<file path="config.mk">
export PLATFORM = sky130hd
export DESIGN_NAME = arrf_front
export DESIGN_NICKNAME = d
export VERILOG_FILES = /design/src/arrf_pkg.sv /design/src/arrf_front.sv
export SDC_FILE = /design/constraint.sdc
export NUM_CORES = 1
export LEC_CHECK = 0
export BUFFER_PORTS_ARGS = -buffer_cell sky130_fd_sc_hd__buf_2
export CAP_MARGIN = 20
export CORE_ASPECT_RATIO = 0.6
export CORE_MARGIN = 5
export CORE_UTILIZATION = 35
export DETAILED_ROUTE_END_ITERATION = 7
export SLEW_MARGIN = 30
export SYNTH_ARGS = -nofsm -noshare
export SYNTH_HDL_FRONTEND = slang
export SYNTH_SLANG_ARGS = --single-unit
</file>
<file path="constraint.sdc">
create_clock -name vclk -period 8.3
set_input_delay 0.415 -clock vclk [all_inputs]
set_output_delay 0.415 -clock vclk [all_outputs]
set_load 0.05 [all_outputs]
</file>
<file path="src/arrf_pkg.sv">
// Shared types and constants for the antialiased rounded rectangle fill unit.
// Used by the front, queue, back and top level files; depends on nothing.
package arrf_pkg;

  localparam int COORD_W = 12;
  localparam int DIM_W   = 13;
  localparam int COLOR_W = 24;
  localparam int PIXEL_W = 32;
  localparam int RAD_W   = 12;

  // Configuration register indexes.
  localparam int CFG_IDX_W = 4;
  localparam logic [CFG_IDX_W-1:0] CFG_ORIGIN_X      = 4'd0;
  localparam logic [CFG_IDX_W-1:0] CFG_ORIGIN_Y      = 4'd1;
  localparam logic [CFG_IDX_W-1:0] CFG_RECT_WIDTH    = 4'd2;
  localparam logic [CFG_IDX_W-1:0] CFG_RECT_HEIGHT   = 4'd3;
  localparam logic [CFG_IDX_W-1:0] CFG_CORNER_RADIUS = 4'd4;
  localparam logic [CFG_IDX_W-1:0] CFG_FILL_COLOR    = 4'd5;
  localparam logic [CFG_IDX_W-1:0] CFG_SCREEN_WIDTH  = 4'd6;
  localparam logic [CFG_IDX_W-1:0] CFG_SCREEN_HEIGHT = 4'd7;

  // Depth of the queue between front and back (a power of two).
  localparam int Q_DEPTH = 4;
  localparam int Q_PTR_W = $clog2(Q_DEPTH);

  // Rectangle settings as seen by the datapath; rad is the clamped radius.
  typedef struct packed {
    logic signed [DIM_W-1:0] origin_x;
    logic signed [DIM_W-1:0] origin_y;
    logic [DIM_W-1:0]        rect_w;
    logic [DIM_W-1:0]        rect_h;
    logic [RAD_W-1:0]        rad;
    logic [COLOR_W-1:0]      fill;
  } rect_cfg_t;

  // One classified pixel on its way from front to back.
  typedef struct packed {
    logic               paint;
    logic               corner;
    logic [RAD_W-1:0]   dx;
    logic [RAD_W-1:0]   dy;
    logic [PIXEL_W-1:0] dest;
  } item_t;

endpackage

</file>
<file path="src/arrf_front.sv">
// Front classifier: rectangle and screen clipping, corner detection and arc offsets.
// Depends on arrf_pkg.
module arrf_front #(
  parameter int SCR_BITS = 13
) (
  input  logic [arrf_pkg::COORD_W-1:0] col,
  input  logic [arrf_pkg::COORD_W-1:0] row,
  input  logic [arrf_pkg::PIXEL_W-1:0] dest,
  input  arrf_pkg::rect_cfg_t          cfg,
  input  logic [SCR_BITS-1:0]          scr_w,
  input  logic [SCR_BITS-1:0]          scr_h,
  output arrf_pkg::item_t              item
);

  // Returns {hit, offset}: hit when pos lies in the near or far corner band.
  function automatic logic [arrf_pkg::RAD_W:0] corner_offset(
    input logic [arrf_pkg::COORD_W-1:0] pos,
    input logic [arrf_pkg::DIM_W-1:0]   len,
    input logic [arrf_pkg::RAD_W-1:0]   rad
  );
    logic [arrf_pkg::DIM_W-1:0] far_start;
    logic [arrf_pkg::DIM_W-1:0] p;
    logic [arrf_pkg::DIM_W-1:0] off;
    far_start = len - {1'b0, rad};
    p = {1'b0, pos};
    if (p < {1'b0, rad}) begin
      corner_offset = {1'b1, rad - pos};
    end else if (p >= far_start) begin
      off = p - far_start + 13'd1;
      corner_offset = {1'b1, off[arrf_pkg::RAD_W-1:0]};
    end else begin
      corner_offset = '0;
    end
  endfunction

  logic signed [arrf_pkg::DIM_W:0] sx;
  logic signed [arrf_pkg::DIM_W:0] sy;
  logic [SCR_BITS-1:0]             sx_u;
  logic [SCR_BITS-1:0]             sy_u;
  logic                            in_rect;
  logic                            onscreen;
  logic [arrf_pkg::RAD_W:0]        hx;
  logic [arrf_pkg::RAD_W:0]        hy;

  always_comb begin
    sx = {cfg.origin_x[arrf_pkg::DIM_W-1], cfg.origin_x} + $signed({2'b00, col});
    sy = {cfg.origin_y[arrf_pkg::DIM_W-1], cfg.origin_y} + $signed({2'b00, row});
    // A non-negative screen coordinate always fits the low 13 bits.
    sx_u = SCR_BITS'(sx[arrf_pkg::DIM_W-1:0]);
    sy_u = SCR_BITS'(sy[arrf_pkg::DIM_W-1:0]);
    in_rect = ({1'b0, col} < cfg.rect_w) && ({1'b0, row} < cfg.rect_h);
    onscreen = !sx[arrf_pkg::DIM_W] && !sy[arrf_pkg::DIM_W] &&
               (sx_u < scr_w) && (sy_u < scr_h);
    hx = corner_offset(col, cfg.rect_w, cfg.rad);
    hy = corner_offset(row, cfg.rect_h, cfg.rad);
    item.paint  = in_rect && onscreen;
    item.corner = hx[arrf_pkg::RAD_W] && hy[arrf_pkg::RAD_W];
    item.dx     = hx[arrf_pkg::RAD_W-1:0];
    item.dy     = hy[arrf_pkg::RAD_W-1:0];
    item.dest   = dest;
  end

endmodule

</file>
### After elaboration in Yosys (flattened, before gate mapping)

Index checks and enable logic that the tools add are counted.
W data, S select, Z words.

| cells by class | value |
|---|---|
| magnitude comparators | 8 |
| $add $sub $neg | 10 |
| reduce and logical (&&, ||, !) cells | 8 |
| mux-type cells | 4 |

Operators by type and width:

| operator | number |
|---|---|
| $mux W13 | 4 |
| $sub A12 B12 Y12 | 4 |
| $add A13 B13 Y14 | 2 |
| $ge A12 B13 Y1 | 2 |
| $lt A12 B13 Y1 | 2 |
| $lt A13 B13 Y1 | 2 |
| $sub A13 B12 Y13 | 2 |
| $add A12 B1 Y12 const B | 2 |
| $lt A12 B12 Y1 | 2 |
| $logic_and A1 B1 Y1 | 6 |
| $logic_not A1 Y1 | 2 |

| word-level totals | value |
|---|---|
| flip-flop bits (word level) | 0 |
| output and inout port bits | 58 |
| word-level logic and storage cells | 30 |

### Depth between registers and ports, before layout

| logic depth | value |
|---|---|
| depth after elaboration | 6 |
| depth in mapped cells | 19 |

### Worst setup path after synthesis

OpenSTA, ideal clock, no wires.

| timing path | value |
|---|---|
| kind | input port to output port |
| start point | in col[0] (netlist name) |
| end point | out item[57] (netlist name) |
| setup slack | 3,082 ps |
| stages on the path | 17 |
| buffers on the path | 0 |
| arrival time | 4,803 ps |
| cells stage by stage | ha_1 fa_1 a21o_1 a21oi_1 nor2b_1 o21a_1 o21ai_1 and3b_1 a211o_1 ha_1 a211oi_1 o21ai_0 a31oi_1 nand4_1 a311o_1 or4_1 nor3_1 |

RTL lines:

| what | RTL line | text |
|---|---|---|
| from (decl) | arrf_front.sv:6 | `input logic [arrf_pkg::COORD_W-1:0] col,` |
| to (decl) | arrf_front.sv:12 | `output arrf_pkg::item_t item` |

==> results.sh <==
export IMPL_run_status="finished, final reports clean"
export IMPL_rsz0062_at_grt="no"
export IMPL_tns_ns=0
export IMPL_p_int_uw=361
export IMPL_row_count=38
export IMPL_track_usage_pct=18.3
export IMPL_slew_headroom_pct=33.1
export IMPL_grt_max_degree=22
export IMPL_first_iter_violations=573
export IMPL_synthAdderAreaFrac_pct=37.1
export IMPL_cap_violations=0
export IMPL_ant_nets=0
export IMPL_grt_pass1_vias=5696
export IMPL_yosysSeqAreaShare_pct=0
export IMPL_yosys_area_top_type="ha_1"
export IMPL_setup_worst_path_end_class="output pin"
export IMPL_seq_area_sq_um=0
export IMPL_area_delta_synth_final_pct=12.0
export IMPL_final_cells=1202
export IMPL_post_drt_wl_per_cell_um=16.8
export IMPL_synth_top_family_by_area="adder cells"
export IMPL_cp_data_arrival_time_ns=5.11
export IMPL_synth_area_sq_mm=0.00640
export IMPL_fp_dieH_um=115
export IMPL_clkPwrFrac_pct=0
export IMPL_synth_compound_area_share_pct=25.4
export IMPL_busiest_layer="met1"
export IMPL_n_fill_cell=1947
export IMPL_cp_required_ns=7.89
export IMPL_postCtsSetupBuffers=0
export IMPL_synth_xor_area_share_pct=9.85
export IMPL_yosys_area_share_simple_pct=16.3
export IMPL_ys_warn_count=0
export IMPL_ir_drop_v=0.0000506
export IMPL_ios=228
export IMPL_synthTopCellsByArea="ha_1, inv_1, xnor2_1"
export IMPL_crit_family="simple AND/OR/NAND/NOR gates"
export IMPL_hold_class="primary input to output pin"
export IMPL_crit_chain="buf_2 -> inv_1 -> fa_1 -> a21oi_1 -> nor2_2 -> nor4_1 -> or2_2 -> o21bai_1 -> a21oi_1 -> xor2_1 -> ha_1 -> and3_2 -> a221oi_1 -> and4b_1 -> nor2_2 -> o31ai_1 -> buf_2"
export IMPL_final_area_sq_mm=0.00717
export IMPL_finalMaxSlewViolations=0
export IMPL_p_sw_uw=563
export IMPL_cts_resized=0
export IMPL_num_vias=6349
export IMPL_tightest_slew_ns=1.00
export IMPL_grt_use_met1_pct=33.4
export IMPL_insertedDiodeCount=0
export IMPL_multi_input_area_sq_mm=0.00569
export IMPL_yosysTopAreaCellShare_pct=32.1
export IMPL_crit_type="primary input to output pin"
export IMPL_grt_pass1_wl_um=31400
export IMPL_synthMuxAreaShare_pct=0
export IMPL_place_area_sq_mm=0.00716
export IMPL_yosysMostFrequentCell="ha_1"
export IMPL_critPathSlowestCell="nor2_2"
export IMPL_use_met3_pct=1.58
export IMPL_swShare_pct=61.0
export IMPL_die_w_um=185
export IMPL_place_congestion=0.869
export IMPL_dieArea_sq_mm=0.0212
export IMPL_setup_worst_path_start_class="primary input"
export IMPL_wl_um=20100
export IMPL_min_period_over_period_pct=66.5
export IMPL_powerDensity_mw_per_mm2=129
export IMPL_pwr_share_comb_pct=100.0
export IMPL_crit_path_max_fanout=12
export IMPL_portBuffers=140
export IMPL_synth_avg_cell_area_sq_um=7.47
export IMPL_finalCriticalPeriod_ns=5.52
export IMPL_routed_via_density=5.28
export IMPL_ys_types=65
export IMPL_drc_errors=0
export IMPL_yosys_top_cells_count="ha_1, inv_1, a21oi_1"
export IMPL_setup_viol=0
export IMPL_path_buf_inv=3
export IMPL_place_inst=1201
export IMPL_drive_gt1_share_pct=17.5
export IMPL_core_area_sq_mm=0.0180
export IMPL_clock_fmax_ghz=0.181
export IMPL_use_met2_pct=22.9
export IMPL_max_stage_delay_ns=0.60
export IMPL_first_pass_iters=5
export IMPL_p_leak_uw=0.00384
export IMPL_finalHoldViolations=0
export IMPL_power_frac_seq_pct=0
export IMPL_overflow=0
export IMPL_nClkBuffers=0
export IMPL_start_util_pct=35.5
export IMPL_dp_hpwl_um=18000
export IMPL_fin_nets=1314
export IMPL_synthCells=857
export IMPL_nFlopsAndLatches=0
export IMPL_synth_nets=1207
export IMPL_cts_hold_buf=0
export IMPL_antenna_found_initial=0
[stage by stage]
stage | total power, uW | util, % | setup slack (ns) | hold slack, ns
3_5_place_dp | 912 | 39.7 | 2.78 | 0.830
3_3_place_gp | 906 | 39.7 | 2.89 | 0.830
4_1_cts | 920 | 39.7 | 2.77 | 0.830
2_1_floorplan | 732 | - | 3.08 | 0.997
5_1_grt | 1030 | 39.8 | 2.41 | 0.830
6_report | 924 | 39.8 | 2.78 | 0.830
[final cells by class]
cell class         instances  share of cell area [%]
multi-input cells        698                    79.4
repair buffers           142                    10.0
well taps                240                    4.19
inverters                122                    6.39
[logic make-up after synthesis]
group,Yosys count
buffers and inverters,159
AOI/OAI and AO/OA,239
xor gates and xnor gates,72
adders and majority gates,180
and+or+nand+nor,207
[final timing paths]
kind      from  endpoint  slack, ns  cells after the start
max    cfg[25]  item[35]       2.78                     17
min   dest[13]  item[13]       0.83                      0
[power groups by stage]
stage	Combinational [uW]	Sequential, uW	Clock [uW]
CTS	920	0	0
floorplan	732	0	0
global placement	906	0	0
global route	1030	0	0
finish	924	0	0
detailed placement	912	0	0
[cell usage in the layout (no fill, tap or decap), drive strengths merged, types with 9 or more instances in the layout]
master,synthesis,routed
ha,164,164
buf,35,142
inv,122,122
a21oi,70,70
nor2,59,59
o21ai,44,44
xnor2,39,39
nand2,37,37
xor2,33,33
a21o,26,26
nand3,21,21
nor3,19,19
fa,16,16
nor2b,16,16
o21a,13,13
o22ai,12,12
nand2b,11,11
nand4,11,11
a22o,9,9
o31ai,9,9
[metal layers]
| layer | wire (um) | share of wire [%] |
|---|---|---|
| met1 | 12000 | 59 |
| met5 | 0 | 0 |
| met2 | 6700 | 33 |
| met4 | 36 | 0.18 |
| met3 | 1450 | 7.2 |
(Power assumes the default switching activity.)
