[src/arrf_pkg.sv]
// Shared types and constants for the antialiased rounded rectangle fill unit.
// Used by the front, queue, back and top level files; depends on nothing.
package arrf_pkg;

  localparam int COORD_W = 12;
  localparam int DIM_W   = 13;
  localparam int COLOR_W = 24;
  localparam int PIXEL_W = 32;
  localparam int RAD_W   = 12;

  // Configuration register indexes.
  localparam int CFG_IDX_W = 4;
  localparam logic [CFG_IDX_W-1:0] CFG_ORIGIN_X      = 4'd0;
  localparam logic [CFG_IDX_W-1:0] CFG_ORIGIN_Y      = 4'd1;
  localparam logic [CFG_IDX_W-1:0] CFG_RECT_WIDTH    = 4'd2;
  localparam logic [CFG_IDX_W-1:0] CFG_RECT_HEIGHT   = 4'd3;
  localparam logic [CFG_IDX_W-1:0] CFG_CORNER_RADIUS = 4'd4;
  localparam logic [CFG_IDX_W-1:0] CFG_FILL_COLOR    = 4'd5;
  localparam logic [CFG_IDX_W-1:0] CFG_SCREEN_WIDTH  = 4'd6;
  localparam logic [CFG_IDX_W-1:0] CFG_SCREEN_HEIGHT = 4'd7;

  // Depth of the queue between front and back (a power of two).
  localparam int Q_DEPTH = 4;
  localparam int Q_PTR_W = $clog2(Q_DEPTH);

  // Rectangle settings as seen by the datapath; rad is the clamped radius.
  typedef struct packed {
    logic signed [DIM_W-1:0] origin_x;
    logic signed [DIM_W-1:0] origin_y;
    logic [DIM_W-1:0]        rect_w;
    logic [DIM_W-1:0]        rect_h;
    logic [RAD_W-1:0]        rad;
    logic [COLOR_W-1:0]      fill;
  } rect_cfg_t;

  // One classified pixel on its way from front to back.
  typedef struct packed {
    logic               paint;
    logic               corner;
    logic [RAD_W-1:0]   dx;
    logic [RAD_W-1:0]   dy;
    logic [PIXEL_W-1:0] dest;
  } item_t;

endpackage

[src/arrf_queue.sv]
// Short queue of classified pixels between the front and the back pipeline.
// Depends on arrf_pkg.
module arrf_queue (
  input  logic            clk,
  input  logic            rst_n,
  input  logic            wr_en,
  input  arrf_pkg::item_t wr_item,
  output logic            q_full,
  input  logic            rd_en,
  output arrf_pkg::item_t rd_item,
  output logic            q_empty
);

  arrf_pkg::item_t               slot_r [arrf_pkg::Q_DEPTH];
  logic [arrf_pkg::Q_PTR_W-1:0]  wr_ptr_r, wr_ptr_nxt;
  logic [arrf_pkg::Q_PTR_W-1:0]  rd_ptr_r, rd_ptr_nxt;
  logic [arrf_pkg::Q_PTR_W:0]    count_r, count_nxt;
  logic                          do_wr;
  logic                          do_rd;

  assign q_full  = (count_r == (arrf_pkg::Q_PTR_W+1)'(arrf_pkg::Q_DEPTH));
  assign q_empty = (count_r == '0);
  assign do_wr   = wr_en && !q_full;
  assign do_rd   = rd_en && !q_empty;
  assign rd_item = slot_r[rd_ptr_r];

  always_comb begin
    wr_ptr_nxt = do_wr ? wr_ptr_r + 1'b1 : wr_ptr_r;
    rd_ptr_nxt = do_rd ? rd_ptr_r + 1'b1 : rd_ptr_r;
    count_nxt  = count_r + (arrf_pkg::Q_PTR_W+1)'(do_wr) - (arrf_pkg::Q_PTR_W+1)'(do_rd);
  end

  always_ff @(posedge clk) begin
    if (!rst_n) begin
      wr_ptr_r <= '0;
      rd_ptr_r <= '0;
      count_r  <= '0;
    end else begin
      wr_ptr_r <= wr_ptr_nxt;
      rd_ptr_r <= rd_ptr_nxt;
      count_r  <= count_nxt;
    end
  end

  always_ff @(posedge clk) begin
    if (do_wr) begin
      slot_r[wr_ptr_r] <= wr_item;
    end
  end

endmodule

[config.mk]
export PLATFORM = sky130hd
export DESIGN_NAME = arrf_queue
export DESIGN_NICKNAME = d
export VERILOG_FILES = /design/src/arrf_pkg.sv /design/src/arrf_queue.sv
export SDC_FILE = /design/constraint.sdc
export NUM_CORES = 1
export LEC_CHECK = 0
export ABC_AREA = 0
export BUFFER_PORTS_ARGS = -buffer_cell sky130_fd_sc_hd__buf_2
export CELL_PAD_IN_SITES_DETAIL_PLACEMENT = 0
export CELL_PAD_IN_SITES_GLOBAL_PLACEMENT = 1
export CORE_UTILIZATION = 30
export CTS_CLUSTER_SIZE = 30
export DETAILED_ROUTE_END_ITERATION = 8
export GPL_TIMING_DRIVEN = 0
export PLACE_DENSITY = 0.56
export SETUP_SLACK_MARGIN = 0.02
export SYNTH_ARGS = -nofsm -noshare
export SYNTH_HDL_FRONTEND = slang
export SYNTH_SLANG_ARGS = --single-unit
[constraint.sdc]
create_clock -name clk -period 2.6 [get_ports clk]
set_input_delay 0.52 -clock clk [delete_from_list [all_inputs] [get_ports clk]]
set_output_delay 0.52 -clock clk [all_outputs]
set_load 0.02 [all_outputs]
### Yosys cells after proc, flatten, opt, wreduce, memory -nomap -nowiden

Memories as Yosys holds them, arrays and structs flattened. A register that Yosys moved wholly into a read port is not among the register bits.
Cells that the tools add are included.

| word-level totals | value |
|---|---|
| output and inout bits | 60 |
| memories kept | 1 |
| register bits after elaboration | 7 |
| word-level logic and storage cells | 18 |
| memory bits (writable) | 232 |
| input port bits | 62 |

Memory list:

| name | words | bits a word | rd ports | clocked after memory_dff | write ports | line | source |
|---|---|---|---|---|---|---|---|
| slot_r | 4 | 58 | 1 | 1 | 1 | arrf_queue.sv:14 | `arrf_pkg::item_t slot_r [arrf_pkg::Q_DEPTH];` |

| operators by class | value |
|---|---|
| mux-type cells | 4 |
| reductions and logical operators | 5 |
| equality and inequality tests | 1 |
| $add $sub $neg | 4 |

Operator list:

| cell | number |
|---|---|
| $add 2x1->2 const B | 2 |
| $mux 2 | 2 |
| $add 3x1->3 | 1 |
| $eq 3x3->1 const B | 1 |
| $logic_not 3->1 | 1 |
| $sub 3x1->3 | 1 |
| $logic_and 1x1->1 | 2 |
| $logic_not 1->1 | 2 |
| $mux 1 | 2 |

### Longest topological paths before layout

| logic depth | value |
|---|---|
| word-level depth | 5 |
| depth in mapped cells | 11 |

### Least setup slack after synthesis

No wires, ideal clock.

| timing | value |
|---|---|
| kind | register -> register |
| start | reg count_r[2] in the netlist's numbering |
| end | mem slot_r[2][0] in the netlist's numbering, enable pin |
| period minus slack after synthesis | 2703 ps |
| data arrival time | 2281 ps |
| slack | -103 ps |
| library setup time | 422 ps |
| cell stages (with the launch flop) | 5 |
| cell sequence | dfxtp_1 > nor3b_1 > nor2b_1 > clkbuf_1 > and2_1 |

| on the way | value |
|---|---|
| word-level cells in the longest chain between the ends | 5 |

RTL lines:

| item | line | source |
|---|---|---|
| start: declaration | arrf_queue.sv:17 | `logic [arrf_pkg::Q_PTR_W:0] count_r, count_nxt;` |
| start signal: assignment | arrf_queue.sv:41 | `count_r <= count_nxt;` |
| $eq 3x3->1 | arrf_queue.sv:21 | `assign q_full = (count_r == (arrf_pkg::Q_PTR_W+1)'(arrf_pkg::Q_DEPTH));` |
| net q_full | arrf_queue.sv:8 | `output logic q_full,` |
| $logic_not 1->1 | arrf_queue.sv:23 | `assign do_wr = wr_en && !q_full;` |
| $logic_and 1x1->1 | arrf_queue.sv:23 |  |
| $mux 1 | arrf_queue.sv:46 | `if (do_wr) begin` |
| $mux 1 (implied by the code) | arrf_queue.sv:47 | `slot_r[wr_ptr_r] <= wr_item;` |
| end: declaration | arrf_queue.sv:14 |  |

The timed path passes the listed nets, and every way through them passes these cells.

==> impl_results.md <==
- Synth area leader: edfxtp_1
- Cts hold-fix bufs: 0
- Area contributors post-synth: edfxtp_1 79%, mux4_2 15%, dfxtp_1 2.0%
- Synth Area in Compound Gates: less than 1%
- Post-synth top cells: 232 x edfxtp_1, 58 x mux4_2, 9 x dfxtp_1
- Syn Inst Count: 354
- Slew headroom: between 60% and 70%
- Fin. Hold Viols: 0
- Iter 0 DRT Violations: 221
- CP cell instances: buf_6, buf_12, buf_12, mux4_2, buf_2
- ANT nets after route: 0
- Period utilisation layout: between 90% and 100%
- Register bit count reported by yosys: 241
- Clock Tree Root: clkbuf_16
- GRT overflow: 0
- Critical setup path kind: reg -> out
- Final RePlAce weighted congestion: ~0.65
- Post-synthesis cell area: 8869 um2
- Syn_area_per_cell: 25.05 um2
- Top cell type's share of synthesized area: 78.56%
- IO Pins: roughly 120
- Multiplexer share of the synthesized area: between 10 and 15%
- Gr busiest metal: met2
- Startpoint Class: flip-flop
- Residual DRC: 0
- RSZ-0062 raised after global routing: no
- Min-delay worst type: in -> reg
- I/O Buffers: 120
- Yosys warning total: 0
- Die outline height: 173.9 um
- Peak VDD IR: 0.0006118 V
- Total die area: 30250 um2
- Fraction of registers with async set/reset: 0%
- Clock Sinks: 241
- Setup slack at placement: around 0.056 ns
- Layout cells sized above 1: a little under half
- Register area share after synthesis: about four fifths
- Slowest CP cell: mux4_2
- Critical Path RT: 2.08 ns
- DP HPWL: between 10 and 15 mm
- Slew Limit Fails: 0
- Peak Freq: approximately 400 MHz
- Critical Path AT: 1.96 ns
- Total core area: ~29000 um2
- Leakage: around 3.7 nW
- Pin count of the biggest net entering global routing: 31
- Vias after detailed routing: about 4000
- Power Density: slightly above 1000 nW/um2
- Met2 Usage GRT: about a fifth
- FP Rows: 62
- Initial antenna violation count: 1
- Distinct cells, synth: 24
- Synth Area in Simple Gates: roughly 1.2%
- Max-Cap Viols: 0
- CTS H-tree lvls: 1
- Xor and xnor area share after synthesis: less than 1%
- First-pass GRT wire length: 26.34 mm
- Reg clk slew, reported paths: ~0.060 ns
- Cell mode on critical path: buf_12
- Nets: slightly below 600
- Global Route Usage Sum: approximately 11%
- DR pass1 iterations: 4
- Wire length per cell: between 15 and 20 um
- Final min period: 2.483 ns
- CP max FO: 10
- Synth Net Count: between 400 and 500
- Clk buf depth: 3
- Slowest stage delay, CP: approximately 0.52 ns
- M3 GR Usage: 3.390%
- Post-layout util: 38.12%
- Final Worst Setup Slack: around 0.12 ns
- Drt total wl: approximately 17 mm
- Clock latency on the worst-skew pair: approximately 0.54 ns
- TritonCTS clock tree: done
- Vias per cell: approximately 4.4
- Status: complete, no violations
- Worst slew pin tran: 0.5263 ns
- # fillers: between 2000 and 3000
- Count leader, synth: edfxtp_1
- Largest family of logic cells by synthesized area: multiplexers
- Clock skew: 0.01503 ns
- Die width: approximately 170 um
- Area grow syn2layout: 24.03%
- Worst r2r src: count_r[2]
- Final setup violation count: 0
- Initial Util: 30.73%
- Hold path start: wr_item[48]
- Worst Setup End Kind: primary output
- Post-synth EDFFs: roughly 230
- CTS buffer count: 27
- Met1 Use GR: approximately 14%
- Ys flop type: edfxtp_1
- Number of global-route vias before repair: 4560
- Post-Synth Adder-Cell Area: under 10%
through the flow:
step / std cells / hold slack [ns] / area (um2) / setup TNS, ns / total power [mW]
2_1_floorplan: 354 / 0.4609 / 8874 / 0 / 6.616
3_3_place_gp: 858 / 0.4736 / 9955 / -60.78 / 7.400
3_5_place_dp: 862 / 0.5046 / 10040 / 0 / 7.488
4_1_cts: 910 / 0.1726 / 10910 / 0 / 11.19
5_1_grt: 918 / 0.1828 / 11000 / 0 / 11.59
6_report: 919 / 0.2002 / 11000 / 0 / 11.08
per-layer routing:
metal  wire length (um)  vias to the layer above
met4                392                        0
met2               8572                      106
met1               6929                     2099
met5                  0                        -
met3               1078                       27
li1                   -                     1814
area by class of cell:
class                      instances  area (um2)  share of cell area [%]
sequential                       241        7147                   64.98
multi-input combinational         92        1587                   14.42
timing repair buffer             132       758.2                   6.893
clock buffer                      30       686.9                   6.245
tap                              384       480.5                   4.368
clock inverter                    18       172.7                   1.570
buffer                            15       142.6                   1.297
inverter                           6       22.52                  0.2048
antenna                            1       2.502                 0.02275
kinds of logic after synthesis:
| kind of cell | count (synthesis) |
|---|---|
| buf+inv | 21 |
| xor+xnor | 2 |
| simple gates | 19 |
| compound gates | 4 |
| mux | 60 |
| fa+ha+maj | 7 |
| flops | 241 |
layout by cell type, fill, tap and decap left out:
master	count
nand2_1	6
buf_2	123
inv_6	1
dfxtp_1	9
and2_4	4
clkbuf_1	5
diode_2	1
clkinv_4	2
or4bb_1	1
buf_4	12
mux4_2	58
bufinv_16	3
clkbuf_16	28
inv_1	6
clkinv_2	6
a21boi_0	1
ha_1	6
clkinvlp_4	1
clkinv_1	5
edfxtp_1	232
fa_1	1
buf_12	7
xnor2_1	2
and2b_1	1
mux2i_1	2
nor3_2	1
and2_1	3
nor3b_1	1
or3_1	1
o21ai_0	3
buf_6	2
nor2b_1	1
what timing repair did:
item | in CTS | in global routing
setup endpoints to repair | 50 | 17
pin swaps | 0 | 0
gates cloned | 0 | 1
gates resized for setup | 6 | 2
setup buffers | 0 | 7
critical path, delay by kind of cell (launching register included):
| family | cells | cell delay (ns) |
|---|---|---|
| buffers and inverters | 4 | 0.60 |
| multiplexers | 1 | 0.52 |
| flip-flops | 1 | 0.32 |
flip-flops by register name, summed over array words and instances, names as in the netlist, named ones only:
signal    cells
count_r       3
rd_ptr_r      2
slot_r      232
wr_ptr_r      2
worst paths after layout:
check / cells past startpoint / slack, ns / endpoint
setup / recovery: 5 / 0.12 / rd_item[33]
hold reg to reg: 2 / 0.51 / wr_ptr_r[0]
hold / removal: 1 / 0.20 / slot_r[3][48]
setup reg to reg: 11 / 0.20 / count_r[2]
power breakdown:
part / switching [mW] / total (mW) / internal [mW] / leakage, nW
Sequential: 0.0992 / 4.81 / 4.71 / 2.20
Combinational: 1.45 / 2.61 / 1.16 / 1.09
Clock: 1.46 / 3.66 / 2.19 / 0.423
(Power assumes the default switching activity.)
