`src/arrf_pkg.sv`:
```
// Shared types and constants for the antialiased rounded rectangle fill unit.
// Used by the front, queue, back and top level files; depends on nothing.
package arrf_pkg;

  localparam int COORD_W = 12;
  localparam int DIM_W   = 13;
  localparam int COLOR_W = 24;
  localparam int PIXEL_W = 32;
  localparam int RAD_W   = 12;

  // Configuration register indexes.
  localparam int CFG_IDX_W = 4;
  localparam logic [CFG_IDX_W-1:0] CFG_ORIGIN_X      = 4'd0;
  localparam logic [CFG_IDX_W-1:0] CFG_ORIGIN_Y      = 4'd1;
  localparam logic [CFG_IDX_W-1:0] CFG_RECT_WIDTH    = 4'd2;
  localparam logic [CFG_IDX_W-1:0] CFG_RECT_HEIGHT   = 4'd3;
  localparam logic [CFG_IDX_W-1:0] CFG_CORNER_RADIUS = 4'd4;
  localparam logic [CFG_IDX_W-1:0] CFG_FILL_COLOR    = 4'd5;
  localparam logic [CFG_IDX_W-1:0] CFG_SCREEN_WIDTH  = 4'd6;
  localparam logic [CFG_IDX_W-1:0] CFG_SCREEN_HEIGHT = 4'd7;

  // Depth of the queue between front and back (a power of two).
  localparam int Q_DEPTH = 4;
  localparam int Q_PTR_W = $clog2(Q_DEPTH);

  // Rectangle settings as seen by the datapath; rad is the clamped radius.
  typedef struct packed {
    logic signed [DIM_W-1:0] origin_x;
    logic signed [DIM_W-1:0] origin_y;
    logic [DIM_W-1:0]        rect_w;
    logic [DIM_W-1:0]        rect_h;
    logic [RAD_W-1:0]        rad;
    logic [COLOR_W-1:0]      fill;
  } rect_cfg_t;

  // One classified pixel on its way from front to back.
  typedef struct packed {
    logic               paint;
    logic               corner;
    logic [RAD_W-1:0]   dx;
    logic [RAD_W-1:0]   dy;
    logic [PIXEL_W-1:0] dest;
  } item_t;

endpackage

```
`src/arrf_back.sv`:
```
// Back pipeline: squared distance, bit-per-stage square root, edge alpha and blend.
// Depends on arrf_pkg; the final stage is the result register.
module arrf_back #(
  parameter int FRAC = 8
) (
  input  logic                         clk,
  input  logic                         rst_n,
  input  arrf_pkg::rect_cfg_t          cfg,
  input  logic                         q_empty,
  input  arrf_pkg::item_t              q_item,
  output logic                         q_pop,
  input  logic                         pop,
  output logic                         empty,
  output logic                         out_write_enable,
  output logic [arrf_pkg::PIXEL_W-1:0] out_new_pixel
);

  localparam int NB    = 13 + FRAC;       // root bits
  localparam int RW    = NB + 2;          // remainder bits
  localparam int VW    = 2 * NB;          // radicand bits
  localparam int SUM_W = 25;
  localparam int R_W   = NB + 1;

  typedef struct packed {
    logic                         paint;
    logic                         corner;
    logic [arrf_pkg::PIXEL_W-1:0] dest;
  } ctx_t;

  logic adv;
  logic out_v_r;

  assign adv   = !out_v_r || pop;
  assign q_pop = adv && !q_empty;
  assign empty = !out_v_r;

  // Squares of the arc offsets.
  logic        a_v_r;
  ctx_t        a_ctx_r;
  logic [23:0] a_sqx_r, a_sqy_r;

  always_ff @(posedge clk) begin
    if (!rst_n) begin
      a_v_r <= 1'b0;
    end else if (adv) begin
      a_v_r <= !q_empty;
    end
  end

  always_ff @(posedge clk) begin
    if (adv) begin
      a_ctx_r <= '{paint: q_item.paint, corner: q_item.corner, dest: q_item.dest};
      a_sqx_r <= {12'd0, q_item.dx} * {12'd0, q_item.dy ^ q_item.dy ^ q_item.dx};
      a_sqy_r <= {12'd0, q_item.dy} * {12'd0, q_item.dy};
    end
  end

  // Sum of squares.
  logic             s_v_r;
  ctx_t             s_ctx_r;
  logic [SUM_W-1:0] s_sum_r;

  always_ff @(posedge clk) begin
    if (!rst_n) begin
      s_v_r <= 1'b0;
    end else if (adv) begin
      s_v_r <= a_v_r;
    end
  end

  always_ff @(posedge clk) begin
    if (adv) begin
      s_ctx_r <= a_ctx_r;
      s_sum_r <= {1'b0, a_sqx_r} + {1'b0, a_sqy_r};
    end
  end

  // Square root, one result bit per stage.
  logic          sq_v_r    [NB];
  ctx_t          sq_ctx_r  [NB];
  logic [RW-1:0] sq_rem_r  [NB];
  logic [NB-1:0] sq_root_r [NB];
  logic [VW-1:0] sq_val_r  [NB];

  logic          src_v    [NB];
  ctx_t          src_ctx  [NB];
  logic [RW-1:0] src_rem  [NB];
  logic [NB-1:0] src_root [NB];
  logic [VW-1:0] src_val  [NB];

  always_comb begin
    src_v[0]    = s_v_r;
    src_ctx[0]  = s_ctx_r;
    src_rem[0]  = '0;
    src_root[0] = '0;
    src_val[0]  = {1'b0, s_sum_r, {(2*FRAC){1'b0}}};
    for (int k = 1; k < NB; k++) begin
      src_v[k]    = sq_v_r[k-1];
      src_ctx[k]  = sq_ctx_r[k-1];
      src_rem[k]  = sq_rem_r[k-1];
      src_root[k] = sq_root_r[k-1];
      src_val[k]  = sq_val_r[k-1];
    end
  end

  for (genvar k = 0; k < NB; k++) begin : g_sqrt
    logic [RW+1:0] rem_sh;
    logic [RW+1:0] trial;
    logic [RW+1:0] rem_sub;
    logic          take;

    assign rem_sh  = {src_rem[k], src_val[k][VW-1 -: 2]};
    assign trial   = {2'b00, src_root[k], 2'b01};
    assign take    = (rem_sh >= trial);
    assign rem_sub = rem_sh - trial;

    always_ff @(posedge clk) begin
      if (!rst_n) begin
        sq_v_r[k] <= 1'b0;
      end else if (adv) begin
        sq_v_r[k] <= src_v[k];
      end
    end

    always_ff @(posedge clk) begin
      if (adv) begin
        sq_ctx_r[k]  <= src_ctx[k];
        sq_rem_r[k]  <= take ? rem_sub[RW-1:0] : rem_sh[RW-1:0];
        sq_root_r[k] <= {src_root[k][NB-2:0], take};
        sq_val_r[k]  <= {src_val[k][VW-3:0], 2'b00};
      end
    end
  end

  // Threshold compare and edge alpha.
  logic                 t_v_r;
  ctx_t                 t_ctx_r;
  logic                 t_we_r;
  logic [7:0]           t_alpha_r;

  logic [NB-1:0]        root_d;
  logic [R_W-1:0]       r_fix;
  logic [R_W-1:0]       r_hi;
  logic                 far_out;
  logic                 near_edge;
  logic [R_W-1:0]       r_dif;
  logic [FRAC+7:0]      a_prod;
  logic [7:0]           a_val;
  logic                 skip;
  logic [7:0]           alpha;
  logic                 we;

  always_comb begin
    root_d    = sq_root_r[NB-1];
    r_fix     = R_W'({cfg.rad, {FRAC{1'b0}}});
    r_hi      = r_fix + R_W'(1 << (FRAC - 1));
    far_out   = ({1'b0, root_d} > r_hi);
    near_edge = ({1'b0, root_d} + R_W'(1 << (FRAC - 1))) > r_fix;
    r_dif     = r_hi - {1'b0, root_d};
    // Times 255 as a shift and a subtract.
    a_prod    = {r_dif[FRAC-1:0], 8'd0} - {8'd0, r_dif[FRAC-1:0]};
    a_val     = a_prod[FRAC+7:FRAC];
    skip      = sq_ctx_r[NB-1].corner && (far_out || (near_edge && (a_val == 8'd0)));
    alpha     = (sq_ctx_r[NB-1].corner && near_edge) ? a_val : 8'd255;
    we        = sq_ctx_r[NB-1].paint && !skip;
  end

  always_ff @(posedge clk) begin
    if (!rst_n) begin
      t_v_r <= 1'b0;
    end else if (adv) begin
      t_v_r <= sq_v_r[NB-1];
    end
  end

  always_ff @(posedge clk) begin
    if (adv) begin
      t_ctx_r   <= sq_ctx_r[NB-1];
      t_we_r    <= we;
      t_alpha_r <= alpha;
    end
  end

  // Blend products; an alpha of 255 reproduces the fill byte exactly.
  logic        m_v_r;
  logic        m_we_r;
  logic [31:0] m_dest_r;
  logic [15:0] m_sum_r [3];

  always_ff @(posedge clk) begin
    if (!rst_n) begin
      m_v_r <= 1'b0;
    end else if (adv) begin
      m_v_r <= t_v_r;
    end
  end

  always_ff @(posedge clk) begin
    if (adv) begin
      m_we_r   <= t_we_r;
      m_dest_r <= t_ctx_r.dest;
      for (int c = 0; c < 3; c++) begin
        m_sum_r[c] <= {8'd0, cfg.fill[8*c +: 8]} * {8'd0, t_alpha_r} +
                      {8'd0, t_ctx_r.dest[8 + 8*c +: 8]} * {8'd0, 8'd255 - t_alpha_r};
      end
    end
  end

  // Divide by 255 through a reciprocal multiply, exact for 16-bit sums.
  logic [31:0] q_prod [3];
  logic [23:0] q_rgb;

  always_comb begin
    for (int c = 0; c < 3; c++) begin
      q_prod[c]        = {16'd0, m_sum_r[c]} * 32'h0000_8081;
      q_rgb[8*c +: 8]  = q_prod[c][30:23];
    end
  end

  always_ff @(posedge clk) begin
    if (!rst_n) begin
      out_v_r <= 1'b0;
    end else if (adv) begin
      out_v_r <= m_v_r;
    end
  end

  always_ff @(posedge clk) begin
    if (adv) begin
      out_write_enable <= m_we_r;
      out_new_pixel    <= m_we_r ? {q_rgb, 8'h00} : m_dest_r;
    end
  end

endmodule

```
`config.mk`:
```
export PLATFORM = sky130hd
export DESIGN_NAME = arrf_back
export DESIGN_NICKNAME = d
export VERILOG_FILES = /design/src/arrf_pkg.sv /design/src/arrf_back.sv
export SDC_FILE = /design/constraint.sdc
export NUM_CORES = 2
export LEC_CHECK = 0
export BUFFER_PORTS_ARGS = -buffer_cell sky130_fd_sc_hd__buf_2
export CAP_MARGIN = 20
export CELL_PAD_IN_SITES_DETAIL_PLACEMENT = 1
export CELL_PAD_IN_SITES_GLOBAL_PLACEMENT = 2
export CORE_MARGIN = 3
export CORE_UTILIZATION = 46
export DETAILED_ROUTE_END_ITERATION = 8
export GPL_ROUTABILITY_DRIVEN = 1
export PLACE_DENSITY_LB_ADDON = 0.1
export SETUP_SLACK_MARGIN = 0.1
export SLEW_MARGIN = 20
export SYNTH_ARGS = -nofsm -noshare
export SYNTH_HDL_FRONTEND = slang
export SYNTH_SLANG_ARGS = --single-unit
export TNS_END_PERCENT = 20
```
`constraint.sdc`:
```
create_clock -name clk -period 65.5 [get_ports clk]
set_input_delay 6.55 -clock clk [delete_from_list [all_inputs] [get_ports clk]]
set_output_delay 6.55 -clock clk [all_outputs]
set_load 0.03 [all_outputs]
```
# Word-level counts from Yosys, hierarchy flattened
# Memories as Yosys holds them, arrays and structs flattened. A register that Yosys moved wholly into a read port is not among the register bits.
# Index checks and enable logic that the tools add are counted.
[totals]
reg_bits = 252
latchBits = 0
ram_bits = 2547
romBits = 0
input_bits = 150
out_inout_bits = 35
mem_count = 6
[classes]
addsub = 30
n_mul = 11
div_mod_pow = 0
magnitude_cmp = 23
eq_ne = 0
shifts = 0
mux = 48
bitwise = 23
n_reduce_logical = 12
[mem_list]
columns = ["name", "depth", "width", "read_ports", "rd_clocked_by_memory_dff", "wr", "line_no", "rtl"]
rows = [
  ["sq_val_r", 21, 40, 20, 0, 21, "arrf_back.sv:83", "logic [VW-1:0] sq_val_r [NB];"],
  ["sq_ctx_r", 21, 34, 21, 0, 21, "arrf_back.sv:80", "ctx_t sq_ctx_r [NB];"],
  ["sq_rem_r", 21, 23, 20, 0, 21, "arrf_back.sv:81", "logic [RW-1:0] sq_rem_r [NB];"],
  ["sq_root_r", 21, 21, 21, 0, 21, "arrf_back.sv:82", "logic [NB-1:0] sq_root_r [NB];"],
  ["m_sum_r", 3, 16, 3, 0, 3, "arrf_back.sv:188", "logic [15:0] m_sum_r [3];"],
  ["sq_v_r", 21, 1, 21, 1, 21, "arrf_back.sv:79", "logic sq_v_r [NB];"],
]
[op_table]
columns = ["cell", "n"]
rows = [
  ["$ge A25 B23 Y1", 20],
  ["$mux W23", 21],
  ["$sub A23 B23 Y23", 20],
  ["$mul A8 B8 Y16", 6],
  ["$mul A16 B16 Y31 const B", 3],
  ["$add A16 B16 Y16", 3],
  ["$mul A12 B12 Y24", 2],
  ["$mux W32", 1],
  ["$mux W1", 26],
  ["$add A24 B24 Y25", 1],
  ["$xor A12 B12 Y12", 2],
  ["$add A21 B8 Y22 const B", 1],
  ["$gt A22 B20 Y1", 1],
  ["$add A20 B8 Y21 const B", 1],
  ["$gt A21 B21 Y1", 1],
  ["$or A1 B1 Y1", 21],
  ["$sub A16 B8 Y16", 1],
  ["$logic_not A8 Y1", 1],
  ["$sub A8 B8 Y8", 1],
  ["$sub A8 B8 Y8 const A", 1],
  ["$logic_and A1 B1 Y1", 5],
  ["$logic_not A1 Y1", 4],
  ["$logic_or A1 B1 Y1", 2],
  ["$sub A1 B1 Y2 const B", 1],
  ["$ge A1 B1 Y1 const B", 1],
]

# Longest topological paths before layout
[logic_depth]
ltp_word = 9
depth_mapped = 22
mapped_depth_nobuf = 21

# Least setup slack after synthesis
# OpenSTA, ideal clock, no wires.
[synth_path]
path_kind = "input port to flip-flop"
from = "input port pop"
to = "memory sq_v_r[0] (data pin)"
setup_ns = 0.384
arrival_time_ns = 59.122
required_time_ns = 65.116
setup_slack_ns = 5.994
cell_stages = 4
path_buffers = 1
path_cell_list = "nor2_1 inv_1 clkbuf_1 and3_1"
[synth_lines]
columns = ["element", "line_no", "rtl"]
rows = [
  ["start, declared", "arrf_back.sv:12", "input logic pop,"],
  ["end, declared", "arrf_back.sv:79", ""],
]

# Worst setup path after layout
[layout_path]
from = "input port pop"
to = "output port q_pop"
[layout_via]
elab_chain_len = 2
[layout_rtl]
columns = ["element", "line_no", "rtl"]
rows = [
  ["$logic_or A1 B1 Y1", "arrf_back.sv:33", "assign adv = !out_v_r || pop;"],
  ["$logic_and A1 B1 Y1", "arrf_back.sv:34", "assign q_pop = adv && !q_empty;"],
  ["end, declared", "arrf_back.sv:11", "output logic q_pop,"],
]
# Every way passes these cells.

==> summary.txt <==
Layout
  • Area grow syn2layout: 10.9%
  • Post-route cell area: 109000 sq um
  • Area of the multi-input gates: 38900 sq um
  • Layout cell share with drive strength beyond 1: 6.80%
  • Seq. cell area: 55200 sq um
  • Total Nets Final: 9091
  • Fillers: 21400
  • Final core occ: 51.4%

STA
  • Max Clock Skew: 78.9 ps
  • Final Hold Viols: 0
  • Endpoints failing setup: 0
  • Worst slew margin: 26.1%
  • Slew Viols, Final: 0
  • Slew @ Worst Pin: 1110 ps
  • Period utilization: 21.0%
  • Final TNS setup: 0 ps
  • Unrepaired setup endpoints after global routing: false
  • Min Clock Period, post-route: 13740 ps
  • Max Clk Rate: 72.8 MHz

Critical path
  • Critical path launch point type: input port
  • Critical path capture point type: output port
  • Reg2reg end: m_sum_r[0][31]$_DFFE_PN_
  • Flop2flop setup slack: 58680 ps
  • Crit-path slowest cell: buf_2
  • Crit path kind: input port to output port
  • R2R cell count: 19
  • CP Data Required Time: 58950 ps
  • CP peak stage delay: 220 ps
  • CP max FO: 9
  • WP data arrival: 7190 ps
  • FF-to-FF Start: t_alpha_r[5]$_SDFFCE_PN1N_
  • CP Cell Sequence: buf_2 > nor2_1 > buf_4 > nor2_1 > buf_2

Drt
  • Vias post-DR: 55200
  • Number of remaining DRC errors: 0
  • Drt first pass iters: 5
  • Vias per cell: 5.16
  • Initial drt markers: 2468
  • Antenna-violating nets left: 0
  • DR WL/cell: 18.3 microns
  • WL final: 196000 microns

Clock network
  • Root Driver: clkbuf_16
  • Max clock buf depth: 3
  • TritonCTS Buffers: 194
  • Htree depth: 4
  • Worst-Skew Late Latency: 870 ps
  • Clock-pin slew on the worst setup and hold paths: 60 ps
  • Setup repair bufs after CTS: 0
  • Sink Count: 1840
  • Hold_buf cts: 0
  • CTS tree: done
  • Post-CTS Resized: 0

Outcome
  • Outcome: finished, final reports clean

Logic synthesis
  • Synth Area in XOR/XNOR: 3.99%
  • Synth Area in Compound Gates: 6.33%
  • Largest family of logic cells by synthesized area: adder cells
  • Number of synthesized flops with an enable pin: 1834
  • Async set-reset flop share out of synthesis: 0%
  • Sequential area share after synthesis: 56.1%
  • Synth Flop Type: edfxtp_1
  • Post-synthesis adder-cell area fraction: 19.2%
  • Yosys Warn Count: 0
  • Mux share of post-synthesis cell area: 0.749%
  • Syn Std Cell Area: 98400 sq um
  • Simple-gate portion of the synthesized area: 9.18%
  • Synth Register Bits: 1840
  • Cells after synthesis: 7459
  • Synth unique cells: 92
  • Mean area per synthesized cell: 13.2 sq um

GRT
  • Largest net degree at the start of global routing: 205
  • Vias in the first global route: 60100
  • GR Overflow Total: 0
  • Global-route wire length before repair: 318000 microns
  • GR Util All Layers: 18.2%
  • Initial antenna violation count: 9

Place
  • Routability Congestion: 0.827
  • Placed Area: 102000 sq um
  • Port bufs: 132
  • Final HPWL DP: 144000 microns

Die
  • Row count: 169
  • Die W: 468 microns
  • CORE AREA: 212000 sq um
  • Initial core utilization: 46.3%
  • Die Area: 219000 sq um
  • Die height: 468 microns
  • I/O pins: 185

Hold path
  • Hold path endpoint: sq_val_r[0][148]$_DFFE_PN_
  • WHS Path Cells: 0
  • Min-delay src: sq_val_r[0][106]$_DFFE_PN_
  • Hold Crit Class: flip-flop to flip-flop

Job
  • Max Cap Viol: 0
[through the flow]
stage / cells / setup WS (ps) / hold WS, ps
global placement: 10300 / 51780 / 400
global route: 10700 / 51710 / 395
CTS: 10700 / 51750 / 395
finish: 10700 / 51760 / 391
floorplan: 7462 / 5990 / 400
detailed placement: 10300 / 51750 / 405
[cell usage in the layout (no fill, tap or decap), types with 94 or more instances in the layout]
cell,Yosys,layout
nand2_1,449,449
xor2_1,169,169
fa_1,459,459
o21ai_1,128,127
a21oi_1,255,255
clkbuf_16,0,194
ha_1,777,777
nand2b_1,108,108
xnor2_1,279,279
inv_1,1020,1019
nand3_1,94,94
nor3_1,120,120
edfxtp_1,1834,1834
a21o_1,109,109
and2_1,192,192
nor2_1,295,295
nor2b_1,185,185
buf_2,4,132
[registers in the layout, summed over array words and instances (netlist names), 8 cells and up]
signal	flops
m_dest_r	32
out_new_pixel	32
sq_val_r	156
a_ctx_r	34
sq_v_r	21
t_ctx_r	32
sq_root_r	231
t_alpha_r	8
sq_ctx_r	714
m_sum_r	48
s_ctx_r	34
s_sum_r	25
sq_rem_r	419
a_sqx_r	23
a_sqy_r	23
[metal layers]
metal / share of wire (%) / wire length [microns] / vias up / global-route usage (%)
li1: - / - / 26600 / -
met1: 42 / 81300 / 27800 / 21.8
met2: 54 / 105000 / 513 / 34.2
met3: 2.3 / 4500 / 258 / 2.25
met4: 2.4 / 4630 / 0 / 4.98
met5: 0 / 0 / - / 0
[synthesized netlist by cell type, types with 128 or more instances]
cell,number,area share (%)
inv_1,1020,3.9
xor2_1,169,1.5
ha_1,777,9.9
fa_1,459,9.3
edfxtp_1,1834,56
a21oi_1,255,1.3
nand2_1,449,1.7
xnor2_1,279,2.5
nor2b_1,185,1.2
o21ai_1,128,0.65
and2_1,192,1.2
nor2_1,295,1.1
[worst max-delay path by stage]
stage | start | to | slack, ps | cells past startpoint
3_5_place_dp | pop | q_pop | 51750 | 5
6_report | pop | q_pop | 51760 | 5
4_1_cts | pop | q_pop | 51750 | 5
5_1_grt | pop | q_pop | 51710 | 5
2_1_floorplan | pop | sq_v_r[0]$_DFFE_PP_ | 5990 | 4
3_3_place_gp | pop | q_pop | 51780 | 5
[critical path: cells and delay by family]
family | cells | cell delay (ps)
buf+inv | 3 | 470
simple gates | 2 | 160
[cell type report]
class	instances	area share, %
diodes	5	0.0115
clock inverters	142	1.54
flip-flops and latches	1840	50.6
clock buffers	218	4.53
repair buffers	172	0.960
well taps	2821	3.23
inverters	1030	3.55
multi-input cells	4467	35.6
[kinds of logic (layout without fill, tap and decap cells)]
| family | Yosys count | after routing |
|---|---|---|
| flip-flops | 1840 | 1840 |
| AND/OR/NAND/NOR | 1752 | 1752 |
| adder cells (fa/ha/maj) | 1236 | 1236 |
| buffers and inverters | 1155 | 1562 |
| AO/OA/AOI/OAI | 961 | 961 |
| XOR/XNOR | 448 | 448 |
| multiplexers | 66 | 66 |
| other | 1 | 9 |
Power is left out: the tool's default activity adds up to more than one toggle a clock period on the data nets, which glitch-free logic cannot reach.
